--- config.mk ---
export PLATFORM = sky130hd
export DESIGN_NAME = source_token_scanner_unit_flat
export DESIGN_NICKNAME = d
export VERILOG_FILES = /design/src/rtl/core/sts_pkg.sv /design/src/rtl/core/sts_in_if.sv /design/src/rtl/core/sts_out_if.sv /design/src/rtl/core/source_token_scanner_unit.sv /design/src/rtl/core/sts_step.sv /design/src/rtl/core/sts_rq.sv /design/src/flat_wrapper.sv
export SDC_FILE = /design/constraint.sdc
export NUM_CORES = 1
export LEC_CHECK = 0
export ABC_AREA = 1
export CAP_MARGIN = 15
export CORE_AREA = 3 3 161 163
export DETAILED_ROUTE_END_ITERATION = 6
export DIE_AREA = 0 0 164 166
export DONT_BUFFER_PORTS = 1
export PLACE_DENSITY_LB_ADDON = 0.3
export SLEW_MARGIN = 20
export SYNTH_ARGS = -nofsm -noshare
export SYNTH_HDL_FRONTEND = slang
export SYNTH_HIERARCHICAL = 1
export SYNTH_SLANG_ARGS = --single-unit
--- constraint.sdc ---
create_clock -name clk -period 5.6 [get_ports clk]
set_input_delay 1.12 -clock clk [delete_from_list [all_inputs] [get_ports clk]]
set_output_delay 1.12 -clock clk [all_outputs]
set_load 0.005 [all_outputs]
--- src/rtl/core/sts_pkg.sv ---
// Shared types and constants for the source token scanner.
// Holds the scanner state encoding, token kind codes, character codes,
// the result record and the reserved-word table. No dependencies.
package sts_pkg;

	// Reserved-word table size
	localparam int KW_TABLE = 14;

	// Result queue geometry
	localparam int RQ_DEPTH = 4;
	localparam int RQ_AW    = 2;

	// Token kinds
	localparam logic [5:0] K_ID     = 6'd0;
	localparam logic [5:0] K_NUM    = 6'd1;
	localparam logic [5:0] K_CHR    = 6'd2;
	localparam logic [5:0] K_STR    = 6'd3;
	localparam logic [5:0] K_COM    = 6'd4;
	localparam logic [5:0] K_PLUS   = 6'd5;
	localparam logic [5:0] K_MINUS  = 6'd6;
	localparam logic [5:0] K_ASSIGN = 6'd7;
	localparam logic [5:0] K_TIMES  = 6'd8;
	localparam logic [5:0] K_DIV    = 6'd9;
	localparam logic [5:0] K_MOD    = 6'd10;
	localparam logic [5:0] K_LT     = 6'd11;
	localparam logic [5:0] K_LTEQ   = 6'd12;
	localparam logic [5:0] K_GT     = 6'd13;
	localparam logic [5:0] K_GTEQ   = 6'd14;
	localparam logic [5:0] K_EQ     = 6'd15;
	localparam logic [5:0] K_NEQ    = 6'd16;
	localparam logic [5:0] K_LPAREN = 6'd17;
	localparam logic [5:0] K_RPAREN = 6'd18;
	localparam logic [5:0] K_LBRACE = 6'd19;
	localparam logic [5:0] K_RBRACE = 6'd20;
	localparam logic [5:0] K_COMMA  = 6'd21;
	localparam logic [5:0] K_SEMI   = 6'd22;
	localparam logic [5:0] K_KW0    = 6'd23;
	localparam logic [5:0] K_END    = 6'd37;
	localparam logic [5:0] K_ERR    = 6'd38;

	// Character codes
	localparam logic [7:0] CH_TAB    = 8'h09;
	localparam logic [7:0] CH_NL     = 8'h0A;
	localparam logic [7:0] CH_SP     = 8'h20;
	localparam logic [7:0] CH_BANG   = 8'h21;
	localparam logic [7:0] CH_DQUOTE = 8'h22;
	localparam logic [7:0] CH_PCT    = 8'h25;
	localparam logic [7:0] CH_SQUOTE = 8'h27;
	localparam logic [7:0] CH_LPAREN = 8'h28;
	localparam logic [7:0] CH_RPAREN = 8'h29;
	localparam logic [7:0] CH_STAR   = 8'h2A;
	localparam logic [7:0] CH_PLUS   = 8'h2B;
	localparam logic [7:0] CH_COMMA  = 8'h2C;
	localparam logic [7:0] CH_MINUS  = 8'h2D;
	localparam logic [7:0] CH_SLASH  = 8'h2F;
	localparam logic [7:0] CH_SEMI   = 8'h3B;
	localparam logic [7:0] CH_LT     = 8'h3C;
	localparam logic [7:0] CH_EQ     = 8'h3D;
	localparam logic [7:0] CH_GT     = 8'h3E;
	localparam logic [7:0] CH_LBRACE = 8'h7B;
	localparam logic [7:0] CH_RBRACE = 8'h7D;

	typedef enum logic [4:0] {
		S_START, S_ID, S_NUM, S_STR, S_CBEG, S_CEND, S_EQ, S_NEQ, S_LT, S_GT,
		S_SLASH, S_LCOM, S_BCOM, S_BSTAR, S_READY
	} scan_state_t;

	typedef struct packed {
		logic [5:0] kind;
		logic [5:0] length;
		logic [7:0] err_char;
		logic       last;
	} result_t;

	// Reserved word text, left-justified, first character in the top byte
	function automatic logic [63:0] kw_word(input logic [3:0] idx);
		logic [63:0] w;
		case (idx)
			4'd0:    w = {"bool", 32'd0};
			4'd1:    w = {"char", 32'd0};
			4'd2:    w = {"const", 24'd0};
			4'd3:    w = {"string", 16'd0};
			4'd4:    w = {"int", 40'd0};
			4'd5:    w = {"if", 48'd0};
			4'd6:    w = {"else", 32'd0};
			4'd7:    w = {"while", 24'd0};
			4'd8:    w = {"read", 32'd0};
			4'd9:    w = {"print", 24'd0};
			4'd10:   w = {"println", 8'd0};
			4'd11:   w = {"main", 32'd0};
			4'd12:   w = {"FALSE", 24'd0};
			4'd13:   w = {"TRUE", 32'd0};
			default: w = '0;
		endcase
		return w;
	endfunction

	function automatic logic [3:0] kw_len(input logic [3:0] idx);
		logic [3:0] n;
		case (idx)
			4'd0, 4'd1, 4'd6, 4'd8, 4'd11, 4'd13: n = 4'd4;
			4'd2, 4'd7, 4'd9, 4'd12:              n = 4'd5;
			4'd3:                                 n = 4'd6;
			4'd4:                                 n = 4'd3;
			4'd5:                                 n = 4'd2;
			4'd10:                                n = 4'd7;
			default:                              n = 4'd0;
		endcase
		return n;
	endfunction

	function automatic logic is_alpha(input logic [7:0] c);
		return c inside {[8'h61:8'h7A], [8'h41:8'h5A]};
	endfunction

	function automatic logic is_digit(input logic [7:0] c);
		return c inside {[8'h30:8'h39]};
	endfunction

endpackage

--- src/rtl/core/sts_in_if.sv ---
// Character input channel of the source token scanner.
// Valid/ready handshake with one source byte or an end-of-input mark.
interface sts_in_if;
	logic       valid;
	logic       ready;
	logic [7:0] char_code;
	logic       end_of_input;

	modport source(output valid, char_code, end_of_input, input ready);
	modport sink(input valid, char_code, end_of_input, output ready);
endinterface

--- src/rtl/core/sts_out_if.sv ---
// Token output channel of the source token scanner.
// Valid/ready handshake carrying kind, length, error character and run end.
interface sts_out_if;
	logic       valid;
	logic       ready;
	logic [5:0] token_kind;
	logic [5:0] token_length;
	logic [7:0] error_char;
	logic       last_of_run;

	modport source(output valid, token_kind, token_length, error_char, last_of_run,
		input ready);
	modport sink(input valid, token_kind, token_length, error_char, last_of_run,
		output ready);
endinterface

--- src/rtl/core/source_token_scanner_unit.sv ---
// Source token scanner: one character (or end mark) per transfer, 0..2 tokens out.
// Path: input register, then the result queue, then the token output.
// Throughput: one input per cycle; limited by the 4-entry result queue, so a
// run of two-token inputs or a stalled output slows intake to the drain rate.
// Reset (arst_n low, asynchronous): start state, empty lexeme, empty queue.
// Depends on sts_pkg, sts_in_if, sts_out_if, sts_step, sts_rq.
module source_token_scanner_unit #(
	parameter int MAX_LEXEME    = 32,
	parameter int KEYWORD_COUNT = 14
) (
	input  logic      clk,
	input  logic      arst_n,
	sts_in_if.sink    char_in,
	sts_out_if.source token_out
);
	import sts_pkg::*;

	localparam int CW = $clog2(MAX_LEXEME + 1);
	localparam logic [KEYWORD_COUNT-1:0] KW_ALL = (KEYWORD_COUNT >= KW_TABLE) ?
		KEYWORD_COUNT'((64'd1 << KW_TABLE) - 64'd1) : '1;

	// Input register: one character waits here until the queue has room
	logic       valid_s1;
	logic [7:0] char_s1;
	logic       eoi_s1;

	// Scanner state
	scan_state_t              st_q;
	logic [CW-1:0]            cnt_q;
	logic [KEYWORD_COUNT-1:0] cand_q;
	logic [5:0]               pend_q;

	// Step results
	scan_state_t              nst;
	logic [CW-1:0]            ncnt;
	logic [KEYWORD_COUNT-1:0] ncand;
	logic [5:0]               npend;
	logic [1:0]               n_res;
	result_t                  res0;
	result_t                  res1;

	logic [RQ_AW:0] free;
	logic           fire;

	// Advance the scanner only when every token of this character fits in the queue
	assign fire          = valid_s1 && ((RQ_AW + 1)'(n_res) <= free);
	assign char_in.ready = !valid_s1 || fire;

	always_ff @(posedge clk or negedge arst_n) begin
		if (!arst_n) begin
			valid_s1 <= 1'b0;
		end else if (char_in.ready) begin
			valid_s1 <= char_in.valid;
		end
	end

	// Payload holds while stalled; no reset needed
	always_ff @(posedge clk) begin
		if (char_in.valid && char_in.ready) begin
			char_s1 <= char_in.char_code;
			eoi_s1  <= char_in.end_of_input;
		end
	end

	always_ff @(posedge clk or negedge arst_n) begin
		if (!arst_n) begin
			st_q   <= S_START;
			cnt_q  <= '0;
			cand_q <= KW_ALL;
			pend_q <= K_ID;
		end else if (fire) begin
			st_q   <= nst;
			cnt_q  <= ncnt;
			cand_q <= ncand;
			pend_q <= npend;
		end
	end

	sts_step #(
		.MAX_LEXEME   (MAX_LEXEME),
		.KEYWORD_COUNT(KEYWORD_COUNT)
	) u_step (
		.st   (st_q),
		.cnt  (cnt_q),
		.cand (cand_q),
		.pend (pend_q),
		.ch   (char_s1),
		.eoi  (eoi_s1),
		.nst  (nst),
		.ncnt (ncnt),
		.ncand(ncand),
		.npend(npend),
		.n_res(n_res),
		.res0 (res0),
		.res1 (res1)
	);

	// Drop the step's tokens into the queue only on a transfer out of the input register
	sts_rq u_rq (
		.clk      (clk),
		.arst_n   (arst_n),
		.push_n   (fire ? n_res : 2'd0),
		.push0    (res0),
		.push1    (res1),
		.free     (free),
		.token_out(token_out)
	);

	a_eoi_resets: assert property (@(posedge clk) disable iff (!arst_n)
		fire && eoi_s1 |=> st_q == S_START && cnt_q == '0 && cand_q == KW_ALL)
		else $error("end of input did not return scanner to start");

	a_start_empty: assert property (@(posedge clk) disable iff (!arst_n)
		st_q == S_START |-> cnt_q == '0)
		else $error("lexeme count nonzero in start state");

	a_count_sat: assert property (@(posedge clk) disable iff (!arst_n)
		cnt_q <= CW'(MAX_LEXEME))
		else $error("lexeme count beyond saturation");

	a_tokens_visible: assert property (@(posedge clk) disable iff (!arst_n)
		fire && n_res != 2'd0 |=> token_out.valid)
		else $error("pushed token not presented");

endmodule

--- src/rtl/core/sts_step.sv ---
// Combinational scanner step: next DFA state, lexeme count, keyword mask
// and up to two tokens for one character. Depends on sts_pkg.
module sts_step #(
	parameter int MAX_LEXEME    = 32,
	parameter int KEYWORD_COUNT = 14,
	localparam int CW = $clog2(MAX_LEXEME + 1)
) (
	input  sts_pkg::scan_state_t     st,
	input  logic [CW-1:0]            cnt,
	input  logic [KEYWORD_COUNT-1:0] cand,
	input  logic [5:0]               pend,
	input  logic [7:0]               ch,
	input  logic                     eoi,
	output sts_pkg::scan_state_t     nst,
	output logic [CW-1:0]            ncnt,
	output logic [KEYWORD_COUNT-1:0] ncand,
	output logic [5:0]               npend,
	output logic [1:0]               n_res,
	output sts_pkg::result_t         res0,
	output sts_pkg::result_t         res1
);
	import sts_pkg::*;

	localparam logic [KEYWORD_COUNT-1:0] KW_ALL = (KEYWORD_COUNT >= KW_TABLE) ?
		KEYWORD_COUNT'((64'd1 << KW_TABLE) - 64'd1) : '1;
	localparam logic [CW-1:0] MAX_CNT = CW'(MAX_LEXEME);

	function automatic logic [KEYWORD_COUNT-1:0] kw_filter(
		input logic [KEYWORD_COUNT-1:0] m, input logic [CW-1:0] pos, input logic [7:0] c);
		logic [KEYWORD_COUNT-1:0] r;
		logic [63:0]              w;
		logic [3:0]               wl;
		logic [2:0]               p;
		r = '0;
		p = pos[2:0];
		for (int i = 0; i < KEYWORD_COUNT; i++) begin
			if (i < KW_TABLE) begin
				w = kw_word(4'(i));
				wl = kw_len(4'(i));
				r[i] = m[i] && (pos < CW'(wl)) && (w[8*(7-int'(p)) +: 8] == c);
			end
		end
		return r;
	endfunction

	function automatic logic [5:0] len6(input logic [CW-1:0] n);
		logic [7:0] w;
		w = 8'(n);
		return w[5:0];
	endfunction

	logic [CW-1:0]            sv_cnt;
	logic [KEYWORD_COUNT-1:0] sv_cand;
	logic [CW-1:0]            sat_p1;
	logic [5:0]               id_kind;

	scan_state_t              fs_st;
	logic [CW-1:0]            fs_cnt;
	logic [KEYWORD_COUNT-1:0] fs_cand;
	logic [5:0]               fs_pend;
	logic                     fs_err;

	logic    prim_v;
	result_t prim;
	logic    restart;
	result_t err_tok;
	result_t end_tok;
	logic    second;

	// Append the current character to the lexeme
	always_comb begin
		if (cnt >= MAX_CNT) begin
			sv_cnt  = cnt;
			sv_cand = '0;
		end else begin
			sv_cnt  = cnt + 1'b1;
			sv_cand = kw_filter(cand, cnt, ch);
		end
		sat_p1 = (cnt < MAX_CNT) ? cnt + 1'b1 : MAX_CNT;
	end

	// Identifier or reserved word: the highest surviving candidate of exact length wins
	always_comb begin
		id_kind = K_ID;
		for (int i = 0; i < KEYWORD_COUNT; i++) begin
			if (i < KW_TABLE && cand[i] && cnt == CW'(kw_len(4'(i))))
				id_kind = K_KW0 + 6'(i);
		end
	end

	// Start-state scan of the current character
	always_comb begin
		fs_st   = S_START;
		fs_cnt  = '0;
		fs_cand = KW_ALL;
		fs_pend = K_ID;
		fs_err  = 1'b0;
		if (ch inside {CH_SP, CH_TAB, CH_NL}) begin
			fs_st = S_START;
		end else if (is_alpha(ch) || is_digit(ch)) begin
			fs_st   = is_alpha(ch) ? S_ID : S_NUM;
			fs_cnt  = CW'(1);
			fs_cand = kw_filter(KW_ALL, '0, ch);
		end else if (ch == CH_DQUOTE) begin
			fs_st = S_STR;
		end else if (ch == CH_SQUOTE) begin
			fs_st = S_CBEG;
		end else begin
			fs_cnt  = CW'(1);
			fs_cand = kw_filter(KW_ALL, '0, ch);
			fs_st   = S_READY;
			case (ch)
				CH_EQ:     fs_st = S_EQ;
				CH_BANG:   fs_st = S_NEQ;
				CH_LT:     fs_st = S_LT;
				CH_GT:     fs_st = S_GT;
				CH_SLASH:  fs_st = S_SLASH;
				CH_PLUS:   fs_pend = K_PLUS;
				CH_MINUS:  fs_pend = K_MINUS;
				CH_STAR:   fs_pend = K_TIMES;
				CH_PCT:    fs_pend = K_MOD;
				CH_LPAREN: fs_pend = K_LPAREN;
				CH_RPAREN: fs_pend = K_RPAREN;
				CH_LBRACE: fs_pend = K_LBRACE;
				CH_RBRACE: fs_pend = K_RBRACE;
				CH_COMMA:  fs_pend = K_COMMA;
				CH_SEMI:   fs_pend = K_SEMI;
				default: begin
					fs_st   = S_START;
					fs_cnt  = '0;
					fs_cand = KW_ALL;
					fs_err  = 1'b1;
				end
			endcase
		end
	end

	// Token emitted by the current state, and whether the character is rescanned
	always_comb begin
		prim_v  = 1'b0;
		prim    = '{kind: K_ID, length: len6(cnt), err_char: 8'd0, last: 1'b0};
		restart = 1'b0;
		if (eoi) begin
			prim_v = 1'b1;
			case (st)
				S_ID:    prim.kind = id_kind;
				S_NUM:   prim.kind = K_NUM;
				S_EQ:    prim.kind = K_ASSIGN;
				S_LT:    prim.kind = K_LT;
				S_GT:    prim.kind = K_GT;
				S_SLASH: prim.kind = K_DIV;
				S_LCOM:  prim.kind = K_COM;
				S_READY: prim.kind = pend;
				S_STR, S_CBEG, S_CEND, S_NEQ, S_BCOM, S_BSTAR: prim.kind = K_ERR;
				default: prim_v = 1'b0;
			endcase
		end else begin
			case (st)
				S_ID: begin
					if (!(is_alpha(ch) || is_digit(ch))) begin
						prim_v    = 1'b1;
						prim.kind = id_kind;
						restart   = 1'b1;
					end
				end
				S_NUM: begin
					if (is_alpha(ch)) begin
						prim_v = 1'b1;
						prim   = '{kind: K_ERR, length: len6(sat_p1), err_char: ch, last: 1'b0};
						restart = 1'b1;
					end else if (!is_digit(ch)) begin
						prim_v    = 1'b1;
						prim.kind = K_NUM;
						restart   = 1'b1;
					end
				end
				S_CEND: begin
					if (ch != CH_SQUOTE) begin
						prim_v = 1'b1;
						prim   = '{kind: K_ERR, length: len6(sat_p1), err_char: ch, last: 1'b0};
						restart = 1'b1;
					end
				end
				S_EQ, S_NEQ, S_LT, S_GT: begin
					prim_v = 1'b1;
					if (ch == CH_EQ) begin
						prim.length = len6(sat_p1);
						case (st)
							S_EQ:    prim.kind = K_EQ;
							S_NEQ:   prim.kind = K_NEQ;
							S_LT:    prim.kind = K_LTEQ;
							default: prim.kind = K_GTEQ;
						endcase
					end else begin
						restart = 1'b1;
						case (st)
							S_EQ:    prim.kind = K_ASSIGN;
							S_LT:    prim.kind = K_LT;
							S_GT:    prim.kind = K_GT;
							default: prim = '{kind: K_ERR, length: len6(sat_p1), err_char: ch,
								last: 1'b0};
						endcase
					end
				end
				S_SLASH: begin
					if (ch != CH_SLASH && ch != CH_STAR) begin
						prim_v    = 1'b1;
						prim.kind = K_DIV;
						restart   = 1'b1;
					end
				end
				S_LCOM: begin
					if (ch == CH_NL) begin
						prim_v    = 1'b1;
						prim.kind = K_COM;
						restart   = 1'b1;
					end
				end
				S_READY: begin
					prim_v    = 1'b1;
					prim.kind = pend;
					restart   = 1'b1;
				end
				S_STR, S_CBEG, S_BCOM, S_BSTAR: begin
					restart = 1'b0;
				end
				default: restart = 1'b1;
			endcase
		end
	end

	// Pack up to two results, flag the final one
	always_comb begin
		err_tok = '{kind: K_ERR, length: 6'd1, err_char: ch, last: 1'b0};
		end_tok = '{kind: K_END, length: 6'd0, err_char: 8'd0, last: 1'b0};
		second  = restart && fs_err;
		res0    = prim;
		res1    = err_tok;
		n_res   = 2'd0;
		if (eoi) begin
			if (prim_v) begin
				res1  = end_tok;
				n_res = 2'd2;
			end else begin
				res0  = end_tok;
				n_res = 2'd1;
			end
		end else if (prim_v) begin
			n_res = second ? 2'd2 : 2'd1;
		end else if (second) begin
			res0  = err_tok;
			n_res = 2'd1;
		end
		res0.last = (n_res == 2'd1);
		res1.last = 1'b1;
	end

	// Next state
	always_comb begin
		nst   = st;
		ncnt  = cnt;
		ncand = cand;
		npend = pend;
		if (eoi) begin
			nst   = S_START;
			ncnt  = '0;
			ncand = KW_ALL;
			npend = K_ID;
		end else if (restart) begin
			nst   = fs_st;
			ncnt  = fs_cnt;
			ncand = fs_cand;
			npend = fs_pend;
		end else begin
			case (st)
				S_ID, S_NUM, S_LCOM: begin
					ncnt  = sv_cnt;
					ncand = sv_cand;
				end
				S_STR: begin
					if (ch == CH_DQUOTE) begin
						nst   = S_READY;
						npend = K_STR;
					end else begin
						ncnt  = sv_cnt;
						ncand = sv_cand;
					end
				end
				S_CBEG: begin
					ncnt  = sv_cnt;
					ncand = sv_cand;
					nst   = S_CEND;
				end
				S_CEND: begin
					nst   = S_READY;
					npend = K_CHR;
				end
				S_EQ, S_NEQ, S_LT, S_GT: begin
					// pair consumed, back to an empty start state
					nst   = S_START;
					ncnt  = '0;
					ncand = KW_ALL;
					npend = K_ID;
				end
				S_SLASH: begin
					ncnt  = sv_cnt;
					ncand = sv_cand;
					nst   = (ch == CH_SLASH) ? S_LCOM : S_BCOM;
				end
				S_BCOM: begin
					ncnt  = sv_cnt;
					ncand = sv_cand;
					if (ch == CH_STAR)
						nst = S_BSTAR;
				end
				S_BSTAR: begin
					ncnt  = sv_cnt;
					ncand = sv_cand;
					if (ch == CH_SLASH) begin
						nst   = S_READY;
						npend = K_COM;
					end else if (ch != CH_STAR) begin
						nst = S_BCOM;
					end
				end
				default: nst = st;
			endcase
		end
	end

endmodule

--- src/rtl/core/sts_rq.sv ---
// Result queue of the source token scanner: takes up to two tokens a cycle,
// hands out one per transfer. Depends on sts_pkg and sts_out_if.
module sts_rq (
	input  logic                   clk,
	input  logic                   arst_n,
	input  logic [1:0]             push_n,
	input  sts_pkg::result_t       push0,
	input  sts_pkg::result_t       push1,
	output logic [sts_pkg::RQ_AW:0] free,
	sts_out_if.source              token_out
);
	import sts_pkg::*;

	localparam logic [RQ_AW-1:0] ONE = RQ_AW'(1);

	result_t          mem_q [RQ_DEPTH];
	logic [RQ_AW-1:0] head_q;
	logic [RQ_AW-1:0] tail_q;
	logic [RQ_AW:0]   count_q;
	logic             pop;

	assign pop  = token_out.valid && token_out.ready;
	assign free = (RQ_AW + 1)'(RQ_DEPTH) - count_q;

	always_ff @(posedge clk or negedge arst_n) begin
		if (!arst_n) begin
			head_q  <= '0;
			tail_q  <= '0;
			count_q <= '0;
		end else begin
			if (pop)
				head_q <= head_q + ONE;
			tail_q  <= tail_q + RQ_AW'(push_n);
			count_q <= count_q + (RQ_AW + 1)'(push_n) - (RQ_AW + 1)'(pop);
		end
	end

	always_ff @(posedge clk) begin
		if (push_n != 2'd0)
			mem_q[tail_q] <= push0;
		if (push_n == 2'd2)
			mem_q[tail_q + ONE] <= push1;
	end

	assign token_out.valid        = (count_q != '0);
	assign token_out.token_kind   = mem_q[head_q].kind;
	assign token_out.token_length = mem_q[head_q].length;
	assign token_out.error_char   = mem_q[head_q].err_char;
	assign token_out.last_of_run  = mem_q[head_q].last;

	a_no_overflow: assert property (@(posedge clk) disable iff (!arst_n)
		count_q <= (RQ_AW + 1)'(RQ_DEPTH))
		else $error("result queue over capacity");

	a_push_fits: assert property (@(posedge clk) disable iff (!arst_n)
		(RQ_AW + 1)'(push_n) <= free)
		else $error("push exceeds free entries");

	a_pop_drains: assert property (@(posedge clk) disable iff (!arst_n)
		pop && push_n == 2'd0 |=> count_q == $past(count_q) - 1'b1)
		else $error("queue count did not drop on transfer");

endmodule

--- src/flat_wrapper.sv ---
// flat-port wrapper written by rule: the top's interface ports become plain ports
module source_token_scanner_unit_flat import sts_pkg::*;
#(
	parameter int MAX_LEXEME    = 32,
	parameter int KEYWORD_COUNT = 14
)
  (clk, arst_n, char_in_valid, char_in_char_code, char_in_end_of_input, char_in_ready, token_out_valid, token_out_token_kind, token_out_token_length, token_out_error_char, token_out_last_of_run, token_out_ready);
  sts_in_if char_in_i ();
  sts_out_if token_out_i ();
  input  logic clk;
  input  logic arst_n;
  input wire logic [$bits(char_in_i.valid)-1:0] char_in_valid;
  input wire logic [$bits(char_in_i.char_code)-1:0] char_in_char_code;
  input wire logic [$bits(char_in_i.end_of_input)-1:0] char_in_end_of_input;
  output wire logic [$bits(char_in_i.ready)-1:0] char_in_ready;
  output wire logic [$bits(token_out_i.valid)-1:0] token_out_valid;
  output wire logic [$bits(token_out_i.token_kind)-1:0] token_out_token_kind;
  output wire logic [$bits(token_out_i.token_length)-1:0] token_out_token_length;
  output wire logic [$bits(token_out_i.error_char)-1:0] token_out_error_char;
  output wire logic [$bits(token_out_i.last_of_run)-1:0] token_out_last_of_run;
  input wire logic [$bits(token_out_i.ready)-1:0] token_out_ready;
  assign char_in_i.valid = char_in_valid;
  assign char_in_i.char_code = char_in_char_code;
  assign char_in_i.end_of_input = char_in_end_of_input;
  assign char_in_ready = char_in_i.ready;
  assign token_out_valid = token_out_i.valid;
  assign token_out_token_kind = token_out_i.token_kind;
  assign token_out_token_length = token_out_i.token_length;
  assign token_out_error_char = token_out_i.error_char;
  assign token_out_last_of_run = token_out_i.last_of_run;
  assign token_out_i.ready = token_out_ready;
  source_token_scanner_unit #(.MAX_LEXEME(MAX_LEXEME), .KEYWORD_COUNT(KEYWORD_COUNT)) u_core (.clk(clk), .arst_n(arst_n), .char_in(char_in_i), .token_out(token_out_i));
endmodule
== Word-level counts from Yosys, hierarchy flattened ==
Memories as Yosys holds them, arrays and structs flattened.
Cells that the tools add are included.

* Output and inout bits: 23
* Input port bits: 13
* Word-level logic and storage cells: 501
* Memories: 1
* Register bits: 48
* Bits in writable memories: 84

* Order comparisons: 27
* Add/subtract/negate cells: 8
* Multiplexer cells: 249
* Shift-type cells: 14
* Reductions and logical operators: 100
* Equal/unequal tests: 92

{| class="wikitable"
|+ Memories
! name !! words !! width !! read ports !! clocked after Yosys merged registers in !! write ports !! line !! text
|-
| u_core.u_rq.mem_q || 4 || 21 || 1 || 0 || 2 || sts_rq.sv:16 || <nowiki>result_t mem_q [RQ_DEPTH];</nowiki>
|}

{| class="wikitable"
|+ Operators with widths
! cell !! count
|-
| two-way mux 64 bit || 98
|-
| variable part select 64 x 7 -> 8 bit || 14
|-
| equality test 8 bit || 42
|-
| two-way mux 4 bit || 47
|-
| two-way mux 6 bit || 25
|-
| equality test 8 x 6 -> 1 bit, second input constant || 16
|-
| two-way mux 14 bit || 9
|-
| two-way mux 21 bit || 5
|-
| logical AND 1 bit || 78
|-
| two-way mux 5 bit || 11
|-
| case mux 6 bit (9 select lines) || 1
|-
| case mux 5 bit (10 select lines) || 1
|-
| less-than comparator 1 x 4 -> 1 bit, first input constant || 12
|-
| two-way mux 15 bit || 3
|-
| case mux 15 bit (3 select lines) || 1
|-
| case mux 14 bit (3 select lines) || 1
|-
| case mux 6 bit (7 select lines) || 1
|-
| less-than comparator 6 x 4 -> 1 bit || 6
|-
| case mux 6 bit (3 select lines) || 2
|-
| equality test 5 x 4 -> 1 bit, second input constant || 7
|-
| case mux 5 bit (7 select lines) || 1
|-
| two-way mux 17 bit || 2
|-
| two-way mux 1 bit || 26
|-
| equality test 6 x 3 -> 1 bit, second input constant || 4
|-
| 52 further kinds || 77
|}

== Logic depth before layout (Yosys ltp) ==
Gate-level depths: netlist (run 1).

* Depth after elaboration: 22
* Depth in mapped cells: 33

== Cells and area by module ==
The synthesis (run 1) kept the hierarchy.

{| class="wikitable"
|+ Modules (own cells, without submodules)
! module !! instances !! sequential area each (µm²) !! area an instance (µm²) !! cells each
|-
| sts_rq || 1 || 2697.6 || 5157.4 || 655
|-
| sts_step || 1 || 0.0 || 4002.6 || 785
|-
| source_token_scanner_unit || 1 || 1088.5 || 1666.6 || 162
|}

== Least setup slack after synthesis (run 1) ==
OpenSTA, ideal clock, no wires.

* Kind: register to register
* From: reg u_core.char_s1[7]
* To: mem u_core/u_rq/mem_q[1][0] (netlist bit) (enable)
* Data required time: 5.222 ns
* Setup time: 0.378 ns
* Stages on the path, launching flop included: 29
* Data arrival time: 4.153 ns
* Path slack: 1.069 ns
* Cells stage by stage: edfxtp_1 > nor2_2 > inv_2 > nor2_4 > inv_2 > nor2_2 > nor2_1 > nor3_2 > nand4_2 > nand2_2 > nor2_4 > ha_1 > o21ai_0 > inv_1 > inv_1 > ha_1 > inv_1 > nand2_1 > nand2_1 > nand2_4 > nand2_8 > buf_6 > nor2_1 > inv_2 > nor2_4 > buf_6 > nand2_2 > buf_6 > nand2_1

{| class="wikitable"
|+ RTL lines
! item !! line !! text
|-
| from (decl) || source_token_scanner_unit.sv:24 || <nowiki>logic [7:0] char_s1;</nowiki>
|-
| from (signal assigned) || source_token_scanner_unit.sv:60 || <nowiki>char_s1 <= char_in.char_code;</nowiki>
|-
| to (decl) || sts_rq.sv:16 ||
|}

== Worst setup path after layout (run 1) ==
* From: reg u_core.char_s1[4]
* To: out char_in_ready

* Word-level cells in the longest chain between the ends: 14
* Elaborated cells on any way between the ends: 62

{| class="wikitable"
|+ RTL lines
! item !! line !! text
|-
| >= comparator 8 x 7 -> 1 bit (tied with other cells) || sts_pkg.sv:113 || <nowiki>return c inside {[8'h61:8'h7A], [8'h41:8'h5A]};</nowiki>
|-
| logical AND 1 bit or OR reduction 15 bit (tied branches) || - ||
|-
| nonzero test 2 bit or two-way mux 1 bit (tied branches) || sts_pkg.sv:113, sts_step.sv:112 ||
|-
| logical OR 1 bit or two-way mux 1 bit (tied branches) || sts_step.sv:100, sts_step.sv:160, sts_step.sv:106 ||
|-
| two-way mux 1 bit (on tied branches) || sts_step.sv:160, sts_step.sv:104 ||
|-
| case mux 1 bit (7 select lines) or two-way mux 1 bit (tied branches) || sts_step.sv:158, sts_step.sv:100 ||
|-
| two-way mux 1 bit (on tied branches) || sts_step.sv:143, sts_step.sv:98 ||
|-
| logical AND 1 bit || sts_step.sv:236 || <nowiki>second = restart && fs_err;</nowiki>
|-
| two-way mux 1 bit or two-way mux 2 bit (tied branches) || sts_step.sv:250, sts_step.sv:249 ||
|-
| two-way mux 2 bit || sts_step.sv:248 || <nowiki>end else if (prim_v) begin</nowiki>
|-
| two-way mux 2 bit (*) || sts_step.sv:240 || <nowiki>if (eoi) begin</nowiki>
|-
| named net u_core.n_res[0] || source_token_scanner_unit.sv:38 || <nowiki>logic [1:0] n_res;</nowiki>
|-
| <= comparator 2 x 3 -> 1 bit (*) || source_token_scanner_unit.sv:46 || <nowiki>assign fire = valid_s1 && ((RQ_AW + 1)'(n_res) <= free);</nowiki>
|-
| logical AND 1 bit (*) || source_token_scanner_unit.sv:46 ||
|-
| logical OR 1 bit (*) || source_token_scanner_unit.sv:47 || <nowiki>assign char_in.ready = !valid_s1 || fire;</nowiki>
|-
| to (decl) || flat_wrapper.sv:15 || <nowiki>output wire logic [$bits(char_in_i.ready)-1:0] char_in_ready;</nowiki>
|}

Mark *: on every way through the listed nets, which the timed path passes. The rest lies on a longest branch.

==> results of run 1 <==
-- critical path, delay by kind of cell, from the launching register on --
| family | cells | cell delay [ns] |
|---|---|---|
| AND/OR/NAND/NOR | 8 | 1.32 |
| adder cells (fa/ha/maj) | 2 | 0.48 |
| buffers and inverters | 4 | 0.43 |
| AO/OA/AOI/OAI | 3 | 0.76 |
| flip-flops | 1 | 0.66 |
-- registers in the layout (all words and copies together), names as in the netlist --
signal               cells
u_core/cand_q           14
u_core/char_s1           8
u_core/cnt_q             6
u_core/eoi_s1            1
u_core/pend_q            6
u_core/st_q              5
u_core/u_rq/count_q      3
u_core/u_rq/head_q       2
u_core/u_rq/mem_q       84
u_core/u_rq/tail_q       2
u_core/valid_s1          1
-- stage by stage --
step                power, mW    util  area (sq um)
floorplan               4.481       -         10860
global placement        5.351  0.4519         11060
detailed placement      5.391  0.4519         11060
CTS                     6.591  0.4767         11660
global route            7.108  0.4767         11660
finish                  6.618  0.4767         11660
-- power by group --
group,internal [mW],switching [mW]
clock,0.707,0.486
sequential,1.60,0.219
combinational,1.03,2.58
-- per-layer routing --
metal,vias to the layer above,track usage
li1,5190,-
met4,0,0.08202
met1,4984,0.3535
met3,103,0.05188
met2,637,0.4164
met5,-,0
-- worst min-delay path by stage --
stage | startpoint | end | slack [ns] | depth (start not counted)
finish | arst_n | u_core/cnt_q[3] | 0.38 | 0
global route | arst_n | u_core/cnt_q[1] | 0.37 | 0
CTS | arst_n | u_core/cnt_q[1] | 0.38 | 0
detailed placement | u_core/pend_q[0] | u_core/pend_q[0] | 0.46 | 2
global placement | u_core/pend_q[4] | u_core/pend_q[4] | 0.46 | 2
floorplan | u_core/pend_q[0] | u_core/pend_q[0] | 0.44 | 2
-- layout make-up --
class,count,area [sq um],area share
clock buffers,17,425.4,0.03648
clock inverters,14,178.9,0.01535
repair buffers,40,300.3,0.02575
multi-input cells,1204,5847,0.5015
well taps,324,405.4,0.03477
flip-flops and latches,132,3786,0.3247
inverters,191,716.9,0.06149
-- cells in the final DEF (no fill, tap or decap), drive strengths merged, types with 17 or more instances in the layout --
master,Yosys,routed
edfxtp,93,93
inv,189,193
or2,25,25
nand2,544,544
a21oi,42,42
nor2,145,145
buf,66,40
nand4,20,20
clkbuf,18,17
dfrtp,25,25
xor2,25,25
ha,21,21
nor3,36,36
o21ai,70,70
nand3,184,184
-- cells by family after synthesis --
group	count (synthesis)	synth area share
xor gates and xnor gates	26	0.02103
other	2	0.0006937
buffers and inverters	275	0.1134
and+or+nand+nor	969	0.3906
adders and majority gates	22	0.02612
AOI/OAI and AO/OA	176	0.09847
DFF	132	0.3497
==> flow_metrics.env, run 1 <==
export IMPL_cts_tree="built"
export IMPL_start_util=0.4426
export IMPL_path_clk_slew_ns=0.07
export IMPL_cts_resized_gates=0
export IMPL_cp_max_fo=12
export IMPL_r2r_start="u_core/char_s1[4]"
export IMPL_ys_warn_count=6
export IMPL_peakVddDrop_uv=311.8
export IMPL_required_ns=4.48
export IMPL_fin_skew_ns=0.01321
export IMPL_gp_congestion=1.047
export IMPL_clk_latency_ns=0.43
export IMPL_drt_wirelength_per_cell_microns=18.75
export IMPL_slew_headroom=0.3696
export IMPL_synth_cell_types=63
export IMPL_synth_area_sq_um=10830
export IMPL_reg2reg_depth=28
export IMPL_htree_levels=4
export IMPL_path_class="reg -> out"
export IMPL_grt_max_degree=67
export IMPL_yosys_register_bits=132
export IMPL_max_freq_mhz=191.8
export IMPL_cts_setup_buffers=0
export IMPL_avgSynthCellArea_sq_um=6.758
export IMPL_setup_viol=0
export IMPL_clk_path_buf_depth=2
export IMPL_preCtsSetupSlack_ns=0.5000
export IMPL_antenna_found_initial=0
export IMPL_clockRootBuffer="clkbuf_16"
export IMPL_finalNonFillerCells=1922
export IMPL_detail_route_antenna_nets=0
export IMPL_final_net_count=1621
export IMPL_p_leak_nw=5.538
export IMPL_grt_pass1_vias=10140
export IMPL_hold_viol=0
export IMPL_start_kind="flop"
export IMPL_crit_chain="inv_2 > nand2_1 > nor2_4 > inv_2 > nor2_1 > a21oi_1 > nand3_2 > nor2_2 > nand3_1 > nor2_4 > ha_1 > o21ai_0 > inv_1 > inv_1 > ha_1 > a21oi_2 > nand3_1"
export IMPL_status="finished clean"
export IMPL_wl_met2_microns=16330
export IMPL_rows=57
export IMPL_critPathSlowestCell="edfxtp_1"
export IMPL_postSynthCellCount=1602
export IMPL_timing_rr_end="u_core/u_rq/mem_q[1][0]"
export IMPL_worstMarginPinSlew_ns=0.9456
export IMPL_crit_path_start="u_core/char_s1[4]"
export IMPL_slew_violations=0
export IMPL_cts_hold_buffers=0
export IMPL_dp_cells=1891
export IMPL_yosysMostFrequentCell="nand2_1"
export IMPL_place_hpwl_microns=25560
export IMPL_slowest_delay_ns=0.66
export IMPL_drt_pre_antenna_iters=6
export IMPL_top_layer="met4"
export IMPL_clock_sinks=132
export IMPL_timing_final_ws_setup_ns=0.3874
export IMPL_core_area_sq_um=24460
export IMPL_num_vias=10910
export IMPL_yosysSeqAreaShare=0.3497
export IMPL_io_pins=36
export IMPL_synth_edff_count=93
export IMPL_hold_ws_ns=0.3819
export IMPL_numCtsBuffers=17
export IMPL_die_w_microns=164
export IMPL_diodes=0
export IMPL_overflow=0
export IMPL_fin_crit_ns=5.213
export IMPL_r2r_setup_slack_ns=0.45
export IMPL_met3_length_microns=3816
export IMPL_grt_pass1_wl_microns=55890
export IMPL_synthTopCellsByArea="edfxtp_1, nand2_1, nand3_1"
export IMPL_port_buffers=0
export IMPL_period_share=0.9308
export IMPL_rsz0062_at_grt="no"
export IMPL_synth_area_leader_cell="edfxtp_1"
export IMPL_fillCellCount=2467
export IMPL_drc=0
export IMPL_vias_per_cell=5.678
export IMPL_die_area_sq_um=27220
export IMPL_end_kind="primary output"
export IMPL_min_path_type="in -> async"
export IMPL_arrival_ns=4.09
export IMPL_crit_path_end="char_in_ready"
export IMPL_wirelength_microns=36030
export IMPL_met1Wirelength_microns=14850
export IMPL_synthTopCellsByCount="nand2_1, nand3_1, inv_1"
export IMPL_ys_flop_type="edfxtp_1"
export IMPL_syn_to_final_growth_pct=7.696
export IMPL_power_density_nw_per_um2=567.6
export IMPL_max_cap_violations=0
export IMPL_drt_initial_drc_count=1263
export IMPL_async_flop_share=0.2955
export IMPL_tns_ns=0
export IMPL_final_layout_size_suffix_gt1_frac=0.1058
export IMPL_track_usage=0.2599
export IMPL_dieHeight_microns=166
export IMPL_yosys_area_top_type_share=0.2579
Note: power is estimated with default switching activity, not from simulation.
==> inputs of run 2 (changes only) <==
--- a/config.mk
+++ b/config.mk
@@ -7,9 +7,9 @@
 export LEC_CHECK = 0
 export ABC_AREA = 1
 export CAP_MARGIN = 15
-export CORE_AREA = 3 3 161 163
+export CORE_AREA = 3 3 145 182
 export DETAILED_ROUTE_END_ITERATION = 6
-export DIE_AREA = 0 0 164 166
+export DIE_AREA = 0 0 148 185
 export DONT_BUFFER_PORTS = 1
 export PLACE_DENSITY_LB_ADDON = 0.3
 export SLEW_MARGIN = 20
==> run 2 against run 1 <==
Against the previous run: worst setup slack gained 0.047 ns; final cell count grew 0.36%; via count shrank 0.91%; combinational power is essentially flat; critical path depth grew 1; global-route usage grew 0.18 points; fmax grew 0.91%; routed wire length shrank 1.1%; flip-flop and latch count is the same; sequential share of layout area grew 0.17 points; critical path type unchanged; highest routed layer unchanged.
==> flow_metrics.env, run 2 (synthesis gave the netlist of run 1 again) <==
export IMPL_power_density_nw_per_um2=557.3
export IMPL_start_util=0.4390
export IMPL_slew_headroom=0.4042
export IMPL_end_kind="primary output"
export IMPL_start_kind="flop"
export IMPL_clk_path_buf_depth=2
export IMPL_critPathSlowestCell="edfxtp_1"
export IMPL_worstMarginPinSlew_ns=0.8927
export IMPL_critPathMostFrequentCell="nand3_1"
export IMPL_tns_ns=0
export IMPL_critical_path_top_delay_family="simple AND/OR/NAND/NOR gates"
export IMPL_regMostFlops="u_core/u_rq/mem_q"
export IMPL_cp_max_fo=7
export IMPL_grt_pass1_vias=10320
export IMPL_die_w_microns=148
export IMPL_port_buffers=0
export IMPL_cts_hold_buffers=0
export IMPL_max_cap_violations=0
export IMPL_num_vias=10820
export IMPL_period_share=0.9224
export IMPL_rows=64
export IMPL_core_area_sq_um=24660
export IMPL_drc=0
export IMPL_grt_pass1_wl_microns=56380
export IMPL_place_hpwl_microns=25870
export IMPL_r2r_setup_slack_ns=0.50
export IMPL_placed_cell_area_sq_um=11050
export IMPL_fin_skew_ns=0.01201
export IMPL_cts_setup_buffers=0
export IMPL_dieHeight_microns=185
export IMPL_min_path_type="in -> async"
export IMPL_overflow=0
export IMPL_critical_path_buf_inv_count=3
export IMPL_slew_violations=0
export IMPL_numCtsBuffers=17
export IMPL_final_common_cell="nand2_1"
export IMPL_design_area_sq_um=11600
export IMPL_grt_max_degree=67
export IMPL_drt_pre_antenna_iters=5
export IMPL_antenna_found_initial=2
export IMPL_cts_tree="built"
export IMPL_p_leak_nw=5.492
export IMPL_reg2reg_depth=28
export IMPL_clockRootBuffer="clkbuf_16"
export IMPL_final_layout_size_suffix_gt1_frac=0.1046
export IMPL_track_usage=0.2618
export IMPL_post_route_util=0.4702
export IMPL_io_pins=36
export IMPL_arrival_ns=4.05
export IMPL_clock_sinks=132
export IMPL_largest_register_ffs=84
export IMPL_clk_latency_ns=0.44
export IMPL_gp_congestion=0.9884
export IMPL_peakVddDrop_uv=308.7
export IMPL_hold_viol=0
export IMPL_final_net_count=1619
export IMPL_cts_resized_gates=0
export IMPL_setup_viol=0
export IMPL_slowest_delay_ns=0.58
export IMPL_power_mw=6.463
export IMPL_status="finished clean"
export IMPL_path_clk_slew_ns=0.07
export IMPL_die_area_sq_um=27380
export IMPL_drt_initial_drc_count=1251
export IMPL_detail_route_antenna_nets=0
export IMPL_top_regs="u_core/u_rq/mem_q (84), u_core/cand_q (14), u_core/char_s1 (8)"
export IMPL_vias_per_cell=5.607
export IMPL_r2r_start="u_core/char_s1[2]"
export IMPL_fin_crit_ns=5.166
export IMPL_crit_chain="nand2_1 > inv_1 > nand3_1 > nand2_1 > nor2_2 > nand3_1 > nor2_2 > nand3_2 > nor2_2 > nand3_1 > nor2_4 > ha_1 > o21ai_0 > inv_1 > inv_1 > ha_1 > a21oi_2 > nand3_1"
export IMPL_path_class="reg -> out"
export IMPL_drt_wirelength_per_cell_microns=18.47
export IMPL_rsz0062_at_grt="no"
export IMPL_syn_to_final_growth_pct=7.119
export IMPL_wirelength_microns=35630
export IMPL_required_ns=4.48
export IMPL_max_freq_mhz=193.6
export IMPL_htree_levels=4
export IMPL_fillCellCount=2548
export IMPL_timing_rr_end="u_core/u_rq/count_q[2]"
export IMPL_final_cell_mix="nand2_1, nand3_1, inv_1, nor2_1, edfxtp_1"
## run 2: cell types whose count changed in the layout (fill, tap and decap cells not counted)
| cell | before | now |
|---|---|---|
| clkinv_2 | 2 | 5 |
| buf_4 | 40 | 38 |
| bufinv_16 | 3 | 1 |
| clkinv_4 | 4 | 2 |
| clkinvlp_4 | 0 | 2 |
| diode_2 | 0 | 2 |
| inv_8 | 2 | 0 |
| clkbuf_1 | 0 | 1 |
| clkinv_1 | 3 | 4 |
| nor2_1 | 125 | 124 |
| nor2_2 | 14 | 15 |
## run 2: metrics by stage
stage               hold WS (ns)  cells  setup slack (ns)
global placement          0.4540   1895            0.6222
finish                    0.3770   1929            0.4344
detailed placement        0.4589   1895            0.6198
CTS                       0.3606   1927            0.4661
floorplan                 0.4419   1611             1.069
global route              0.3562   1929            0.1106
## run 2: cell type report
class / instances / area [sq um] / area share
Multi-Input combinational cell: 1204 / 5849 / 0.5044
Sequential cell: 132 / 3786 / 0.3265
Inverter: 191 / 716.9 / 0.06182
Clock buffer: 18 / 429.2 / 0.03701
Tap cell: 330 / 412.9 / 0.03560
Timing Repair Buffer: 38 / 285.3 / 0.02460
Clock inverter: 14 / 112.6 / 0.009710
Antenna cell: 2 / 5.005 / 0.0004315
## run 2: per-layer routing
metal / wire [microns] / global-route usage / up-vias / part of all wire
li1: - / - / 5190 / -
met1: 14100 / 0.3132 / 4999 / 0.40
met2: 17600 / 0.4622 / 515 / 0.49
met3: 2573 / 0.04552 / 111 / 0.072
met4: 1350 / 0.1142 / 0 / 0.038
met5: 0 / 0 / - / 0
## run 2: power by group
part / leakage, nW / switching [mW] / internal, mW / total [mW]
Sequential: 1.37 / 0.196 / 1.60 / 1.79
Clock: 0.265 / 0.449 / 0.605 / 1.05
Combinational: 3.86 / 2.59 / 1.03 / 3.62
Total: 5.49 / 3.23 / 3.23 / 6.46
## run 2: worst max-delay path by stage
stage / from / endpoint / slack [ns] / cells past startpoint
floorplan: u_core/char_s1[7] / u_core/u_rq/mem_q[1][0] / 1.07 / 28
global placement: u_core/char_s1[3] / u_core/u_rq/count_q[2] / 0.62 / 28
detailed placement: u_core/char_s1[0] / u_core/u_rq/count_q[2] / 0.62 / 26
CTS: u_core/char_s1[0] / char_in_ready / 0.47 / 16
global route: u_core/char_s1[6] / u_core/u_rq/count_q[2] / 0.11 / 27
finish: u_core/char_s1[2] / char_in_ready / 0.43 / 18
## run 2: worst register-to-register path: cells and delay by family, from the launching register on
kind                     cells  cell delay (ns)
AO/OA/AOI/OAI                1             0.31
AND/OR/NAND/NOR             17             2.55
flip-flops                   1             0.58
buffers and inverters        6             0.50
adder cells (fa/ha/maj)      4             1.11
